File: config.mk
export PLATFORM = sky130hd
export DESIGN_NAME = round_robin_interval_poll_scheduler
export DESIGN_NICKNAME = d
export VERILOG_FILES = /design/src/hdl/rrips_pkg.sv /design/src/hdl/rrips_ctrl.sv /design/src/hdl/rrips_dp.sv /design/src/hdl/round_robin_interval_poll_scheduler.sv
export SDC_FILE = /design/constraint.sdc
export NUM_CORES = 1
export LEC_CHECK = 0
export BUFFER_PORTS_ARGS = -buffer_cell sky130_fd_sc_hd__buf_2
export CAP_MARGIN = 20
export CORE_MARGIN = 2
export CORE_UTILIZATION = 45
export DETAILED_ROUTE_END_ITERATION = 10
export PLACE_DENSITY_LB_ADDON = 0.05
export SLEW_MARGIN = 20
export SYNTH_ARGS = -nofsm -noshare
export SYNTH_HDL_FRONTEND = slang
export SYNTH_SLANG_ARGS = --single-unit
File: constraint.sdc
create_clock -name i_clk -period 16.75 [get_ports i_clk]
set_input_delay 4.1875 -clock i_clk [delete_from_list [all_inputs] [get_ports i_clk]]
set_output_delay 4.1875 -clock i_clk [all_outputs]
set_load 0.01 [all_outputs]
File: src/hdl/rrips_pkg.sv
`default_nettype none

package rrips_pkg;

    localparam int NUM_SOURCES  = 7;
    localparam int SRC_W        = $clog2(NUM_SOURCES);
    localparam int CFG_W        = 32;
    localparam int NUM_REGS     = NUM_SOURCES + 1;
    localparam int REG_IDX_W    = $clog2(NUM_REGS);
    localparam int TIME_IN_W    = 32;
    localparam int TIME_BITS_DEF = 32;

    // register map
    localparam logic [REG_IDX_W-1:0] REG_MIN_GAP       = REG_IDX_W'(0);
    localparam logic [REG_IDX_W-1:0] REG_INTERVAL_BASE = REG_IDX_W'(1);

    localparam logic [CFG_W-1:0] MIN_GAP_RESET = 32'd1000;
    localparam logic [CFG_W-1:0] INTERVAL_RESET [NUM_SOURCES] = '{
        32'd3000, 32'd15000, 32'd15000, 32'd5000, 32'd60000, 32'd60000, 32'd60000
    };

    typedef enum logic [1:0] {
        OUT_NONE    = 2'd0,
        OUT_ISSUED  = 2'd1,
        OUT_BLOCKED = 2'd2
    } t_outcome;

    // controller to datapath
    typedef struct packed {
        logic     capture;
        logic     step;
        logic     set_res;
        t_outcome res_code;
        logic     load_out;
    } t_cmd;

    // datapath to controller
    typedef struct packed {
        logic gap_ok;
        logic src_due;
        logic out_ready;
    } t_status;

endpackage

`default_nettype wire

File: src/hdl/rrips_ctrl.sv
`default_nettype none

module rrips_ctrl
    import rrips_pkg::*;
(
    input  wire logic    i_clk,
    input  wire logic    i_rst_n,
    input  wire logic    i_in_valid,
    output logic         o_in_stall,
    input  wire t_status i_status,
    output t_cmd         o_cmd
);

    typedef enum logic [3:0] {
        ST_IDLE = 4'b0001,
        ST_GAP  = 4'b0010,
        ST_SCAN = 4'b0100,
        ST_DONE = 4'b1000
    } t_state;

    localparam logic [SRC_W-1:0] LAST_CHECK = SRC_W'(NUM_SOURCES - 1);

    t_state           r_state, n_state;
    logic [SRC_W-1:0] r_cnt, n_cnt;

    assign o_in_stall = (r_state != ST_IDLE);

    always_comb begin
        n_state        = r_state;
        n_cnt          = r_cnt;
        o_cmd.capture  = 1'b0;
        o_cmd.step     = 1'b0;
        o_cmd.set_res  = 1'b0;
        o_cmd.res_code = OUT_NONE;
        o_cmd.load_out = 1'b0;
        case (r_state)
            ST_IDLE: begin
                if (i_in_valid) begin
                    o_cmd.capture = 1'b1;
                    n_state       = ST_GAP;
                end
            end
            ST_GAP: begin
                n_cnt = '0;
                if (i_status.gap_ok) begin
                    n_state = ST_SCAN;
                end else begin
                    o_cmd.set_res  = 1'b1;
                    o_cmd.res_code = OUT_BLOCKED;
                    n_state        = ST_DONE;
                end
            end
            ST_SCAN: begin
                o_cmd.step = 1'b1;
                n_cnt      = r_cnt + SRC_W'(1);
                if (i_status.src_due) begin
                    o_cmd.set_res  = 1'b1;
                    o_cmd.res_code = OUT_ISSUED;
                    n_state        = ST_DONE;
                end else if (r_cnt == LAST_CHECK) begin
                    // all sources checked, pointer is back at its start
                    o_cmd.set_res  = 1'b1;
                    o_cmd.res_code = OUT_NONE;
                    n_state        = ST_DONE;
                end
            end
            ST_DONE: begin
                if (i_status.out_ready) begin
                    o_cmd.load_out = 1'b1;
                    n_state        = ST_IDLE;
                end
            end
            default: begin
                n_state = ST_IDLE;
            end
        endcase
    end

    always_ff @(posedge i_clk) begin
        if (!i_rst_n) begin
            r_state <= ST_IDLE;
            r_cnt   <= '0;
        end else begin
            r_state <= n_state;
            r_cnt   <= n_cnt;
        end
    end

endmodule

`default_nettype wire

File: src/hdl/rrips_dp.sv
`default_nettype none

module rrips_dp
    import rrips_pkg::*;
#(
    parameter int TIME_BITS = TIME_BITS_DEF
) (
    input  wire logic                 i_clk,
    input  wire logic                 i_rst_n,
    input  wire logic                 i_cfg_we,
    input  wire logic [REG_IDX_W-1:0] i_cfg_index,
    input  wire logic [CFG_W-1:0]     i_cfg_data,
    input  wire logic [TIME_IN_W-1:0] i_time_now_ms,
    input  wire logic                 i_out_stall,
    output logic                      o_out_valid,
    output logic [1:0]                o_outcome,
    output logic [SRC_W-1:0]          o_source_index,
    input  wire t_cmd                 i_cmd,
    output t_status                   o_status
);

    localparam int CMP_W = (TIME_BITS > CFG_W) ? TIME_BITS : CFG_W;
    localparam logic [SRC_W-1:0] LAST_SRC = SRC_W'(NUM_SOURCES - 1);

    logic [CFG_W-1:0]     r_min_gap;
    logic [CFG_W-1:0]     r_interval [NUM_SOURCES];
    logic [TIME_BITS-1:0] r_last_poll [NUM_SOURCES];
    logic [TIME_BITS-1:0] r_last_trans;
    logic [TIME_BITS-1:0] r_now;
    logic [SRC_W-1:0]     r_ptr;
    t_outcome             r_res_code;
    logic [SRC_W-1:0]     r_res_src;
    logic                 r_out_valid;
    t_outcome             r_out_code;
    logic [SRC_W-1:0]     r_out_src;

    logic [CMP_W-1:0]     now_ext;
    logic [TIME_BITS-1:0] gap_diff;
    logic [TIME_BITS-1:0] src_diff;
    logic [SRC_W-1:0]     cfg_src;

    assign now_ext  = CMP_W'(i_time_now_ms);
    assign gap_diff = r_now - r_last_trans;
    assign src_diff = r_now - r_last_poll[r_ptr];
    assign cfg_src  = i_cfg_index - REG_INTERVAL_BASE;

    assign o_status.gap_ok    = CMP_W'(gap_diff) >= CMP_W'(r_min_gap);
    assign o_status.src_due   = CMP_W'(src_diff) >= CMP_W'(r_interval[r_ptr]);
    assign o_status.out_ready = !r_out_valid || !i_out_stall;

    assign o_out_valid    = r_out_valid;
    assign o_outcome      = r_out_code;
    assign o_source_index = r_out_src;

    // configuration registers
    always_ff @(posedge i_clk) begin
        if (!i_rst_n) begin
            r_min_gap <= MIN_GAP_RESET;
            for (int i = 0; i < NUM_SOURCES; i++) begin
                r_interval[i] <= INTERVAL_RESET[i];
            end
        end else if (i_cfg_we) begin
            if (i_cfg_index == REG_MIN_GAP) begin
                r_min_gap <= i_cfg_data;
            end else begin
                r_interval[cfg_src] <= i_cfg_data;
            end
        end
    end

    // timestamps and rotate pointer
    always_ff @(posedge i_clk) begin
        if (!i_rst_n) begin
            for (int i = 0; i < NUM_SOURCES; i++) begin
                r_last_poll[i] <= '0;
            end
            r_last_trans <= '0;
            r_ptr        <= '0;
        end else if (i_cmd.step) begin
            r_ptr <= (r_ptr == LAST_SRC) ? '0 : r_ptr + SRC_W'(1);
            if (o_status.src_due) begin
                r_last_poll[r_ptr] <= r_now;
                r_last_trans       <= r_now;
            end
        end
    end

    // tick time and result, no reset needed
    always_ff @(posedge i_clk) begin
        if (i_cmd.capture) begin
            r_now <= now_ext[TIME_BITS-1:0];
        end
        if (i_cmd.step && o_status.src_due) begin
            r_res_src <= r_ptr;
        end
        if (i_cmd.set_res) begin
            r_res_code <= i_cmd.res_code;
            if (i_cmd.res_code != OUT_ISSUED) begin
                r_res_src <= '0;
            end
        end
        if (i_cmd.load_out) begin
            r_out_code <= r_res_code;
            r_out_src  <= r_res_src;
        end
    end

    // output register valid
    always_ff @(posedge i_clk) begin
        if (!i_rst_n) begin
            r_out_valid <= 1'b0;
        end else if (i_cmd.load_out) begin
            r_out_valid <= 1'b1;
        end else if (!i_out_stall) begin
            r_out_valid <= 1'b0;
        end
    end

endmodule

`default_nettype wire

File: src/hdl/round_robin_interval_poll_scheduler.sv
// a tick is captured and checked against the minimum gap; a blocked tick skips the scan,
//   else sources are checked in turn until one is due or all seven have been checked
// the input stalls until the result is loaded; one source interval compare per cycle
// the result waits in an output register, which frees the input side
// reset (synchronous, active low): timestamps and pointer to zero, registers to defaults
`default_nettype none

module round_robin_interval_poll_scheduler
    import rrips_pkg::*;
#(
    parameter int TIME_BITS = TIME_BITS_DEF
) (
    input  wire logic                 i_clk,
    input  wire logic                 i_rst_n,
    input  wire logic                 i_cfg_we,
    input  wire logic [REG_IDX_W-1:0] i_cfg_index,
    input  wire logic [CFG_W-1:0]     i_cfg_data,
    input  wire logic                 i_in_valid,
    output logic                      o_in_stall,
    input  wire logic [TIME_IN_W-1:0] i_time_now_ms,
    output logic                      o_out_valid,
    input  wire logic                 i_out_stall,
    output logic [1:0]                o_outcome,
    output logic [SRC_W-1:0]          o_source_index
);

    t_cmd    cmd;
    t_status status;

    rrips_ctrl u_ctrl (
        .i_clk      (i_clk),
        .i_rst_n    (i_rst_n),
        .i_in_valid (i_in_valid),
        .o_in_stall (o_in_stall),
        .i_status   (status),
        .o_cmd      (cmd)
    );

    rrips_dp #(
        .TIME_BITS (TIME_BITS)
    ) u_dp (
        .i_clk          (i_clk),
        .i_rst_n        (i_rst_n),
        .i_cfg_we       (i_cfg_we),
        .i_cfg_index    (i_cfg_index),
        .i_cfg_data     (i_cfg_data),
        .i_time_now_ms  (i_time_now_ms),
        .i_out_stall    (i_out_stall),
        .o_out_valid    (o_out_valid),
        .o_outcome      (o_outcome),
        .o_source_index (o_source_index),
        .i_cmd          (cmd),
        .o_status       (status)
    );

endmodule

`default_nettype wire

==> metrics.txt <==
status completed; final WL 85.7 mm; Leak 12.5 nW; most common cell after layout, fill and taps aside edfxtp_1; PwrDens 108 nW/µm²; reg2reg end u_dp.r_last_poll[4][8]; Worst Tran Pin Value 1.02 ns; initial antenna violation count 1; final setup fails 0; Die Ht 265 µm; Row Count 95; post-CTS resize count 0; critical path's slowest cell nand2b_2; DRC Markers 0; critical path's most frequent cell buf_4; area share of the largest cell type after synthesis 0.475; I/O Pins 79; Final Hold Viols 0; max-cap viol count 0; ys flop type edfxtp_1; clk sinks 632; DR WL/cell 24.9 µm; overall via count from detail_route 19500; routed vias/inst 5.66; TritonCTS clock tree done; Worst-path clk slew 0.06 ns; RSZ-0062 raised after global routing no; Area growth syn-to-layout 12.3%; Yosys warnings 0; Core Region 67400 µm²; CP arrival 8.79 ns; post-cts hold buffer count 0; final hold slack 0.438 ns; Buf/Inv on CP 4; post-CTS setup buffer count 0; worst-case vdd ir drop 69.3 µV; final core utilization 0.513; crit end category flop; Initial Utilization 0.457; delay-heaviest family, CP simple AND/OR/NAND/NOR gates; largest net degree at the start of global routing 79; crit start category flop; final period utilization 0.512; clock root cell clkbuf_16; multi-input gate area in the final layout 12400 µm²; Total Routing Usage GR 0.247; count of cell types in the netlist 68; fraction of layout cells with a size suffix above 1 0.153; worst-skew pair later-pin latency 0.62 ns; Fin Setup TNS 0 ns; register area share after synthesis 0.570; EDFF count, synth 487; CP peak stage delay 0.85 ns; Initial DRC Count 1307; Slew HR 0.317; commonest cells after routing, fill and taps aside edfxtp_1 (487), nor2_1 (217), and2_1 (196), nand2_1 (171), dfxtp_1 (142); pins over their slew limit 0; HPWL Detailed 55.8 mm; Synth area leader edfxtp_1; Finished Layout Cells 3440; die width 265 µm; Post-synth ARST share 0; end of the critical path u_dp.r_last_poll[4][8]; Final #Nets 2711; Worst Path Required 16.96 ns; first-pass GRT wire length 128 mm; Worst R2R Setup Slack 8.17 ns; Port Buffers 78; fin crit period 8.58 ns; Synth Instances 2423; Mapped Nets 2628; Clock Skew 0.0270 ns; CTS Buffer Depth 3; Synth Cell Area 30800 µm²; synthesized area per cell 12.7 µm²; Routed Antenna Nets 0; Seq cells post-synth 632; die area 70500 µm²; Synth area leaders edfxtp_1 (48%), dfxtp_1 (9.4%), mux4_2 (9.4%); H-tree level count 3; vias in the first global route 19900; area occupied by registers 17500 µm²; worst reg-to-reg path cell count 24; CP Cell Sequence buf_4, buf_4, mux4_2, mux2i_1, ha_1, a21o_1, a21o_1, a21oi_1, o21ai_0, a31oi_1, o31ai_1, a21oi_1, xnor2_1, ha_1, nand4_1, nor4_1, inv_1, nor2_1, and3_1, o31a_4, nand2_1, nor3b_4, buf_4, nand2b_2; Final GP Congestion 0.871; Num CTS Buffers 71; WP depth 24; Setup CP Type flop to flop; first-pass iteration count of the detailed router 7; placed cells 3306; Critical Path Fanout Max 40; Filler cells 5840; Hold/Removal Path Class flop to flop; fmax 0.117 GHz; global route total overflow 0
-- metrics by stage --
step | instance area, µm² | setup slack [ns] | power (mW)
3_3_place_gp | 32200 | 8.16 | 2.19
6_report | 34600 | 8.17 | 3.74
3_5_place_dp | 32200 | 8.12 | 2.20
4_1_cts | 34500 | 8.05 | 3.77
2_1_floorplan | 30800 | 8.11 | 2.05
5_1_grt | 34600 | 7.37 | 3.88
-- power by group --
part	switching (mW)	internal, mW	total (mW)
clock network	0.645	0.926	1.57
logic	0.242	0.148	0.390
registers	0.0310	1.75	1.78
-- worst min path at each step --
stage,startpoint,to,depth (start not counted)
final,u_dp.r_res_code[1],u_dp.o_outcome[1],0
after global routing,u_dp.r_res_code[1],u_dp.o_outcome[1],0
after CTS,u_dp.r_res_code[1],u_dp.o_outcome[1],0
after detailed placement,u_dp.r_res_code[1],u_dp.o_outcome[1],0
after global placement,u_dp.r_res_code[1],u_dp.o_outcome[1],0
after floorplan,u_dp.r_res_code[0],u_dp.o_outcome[0],0
-- sequential cells by signal (all words and copies together), names as in the netlist, 3 cells and up, named ones only --
name / count
u_dp.r_res_src: 3
u_dp.r_now: 32
u_ctrl.r_state: 4
u_dp.r_min_gap: 32
u_dp.r_interval: 256
u_ctrl.r_cnt: 3
u_dp.r_last_trans: 32
u_dp.r_ptr: 3
u_dp.o_source_index: 3
u_dp.r_last_poll: 256
-- metal layers --
| layer | global-route usage | routed length (µm) |
|---|---|---|
| met5 | 0 | 0 |
| met4 | 0.0547 | 1790 |
| met3 | 0.0385 | 4300 |
| met2 | 0.409 | 41200 |
| met1 | 0.345 | 38400 |
-- synthesized netlist by cell type, types with 3 or more instances --
master	n
o211ai_1	20
nor2b_1	75
o21a_1	11
and3_1	48
mux2i_1	96
a2111oi_0	5
a211o_1	4
o2111ai_1	5
nand4_1	13
xor2_1	18
nand3_1	19
buf_1	18
a21oi_1	112
a21o_1	39
nand3b_1	3
xnor2_1	38
nand2_1	173
nor2_1	221
clkbuf_1	79
ha_1	131
a21boi_0	30
inv_1	122
buf_2	6
a221o_1	3
nor3_1	17
o21ai_1	5
nand2b_1	13
buf_6	13
a31oi_1	5
o21bai_1	10
edfxtp_1	487
or2_2	5
mux4_2	128
and2_1	197
a211oi_1	6
o21ai_0	51
or3_1	9
nor4b_1	4
dfxtp_1	145
-- kinds of logic (layout without fill, tap and decap cells) --
logic type,after synthesis,after routing,share of synthesized area
and+or+nand+nor,809,809,0.133
xor gates and xnor gates,56,56,0.0159
muxes,226,226,0.126
adders and majority gates,133,133,0.0546
DFF,632,632,0.570
buffers and inverters,238,380,0.0324
AOI/OAI and AO/OA,329,329,0.0688
other,0,2,0
-- layout make-up --
cell class	count	share of cell area
antenna	2	0.000145
clock buffer	98	0.0573
clock inverter	34	0.0106
inverter	122	0.0133
multi-input combinational	1553	0.358
sequential	632	0.508
tap	873	0.0316
timing repair buffer	126	0.0218
Power figures use the tool's default switching activity.
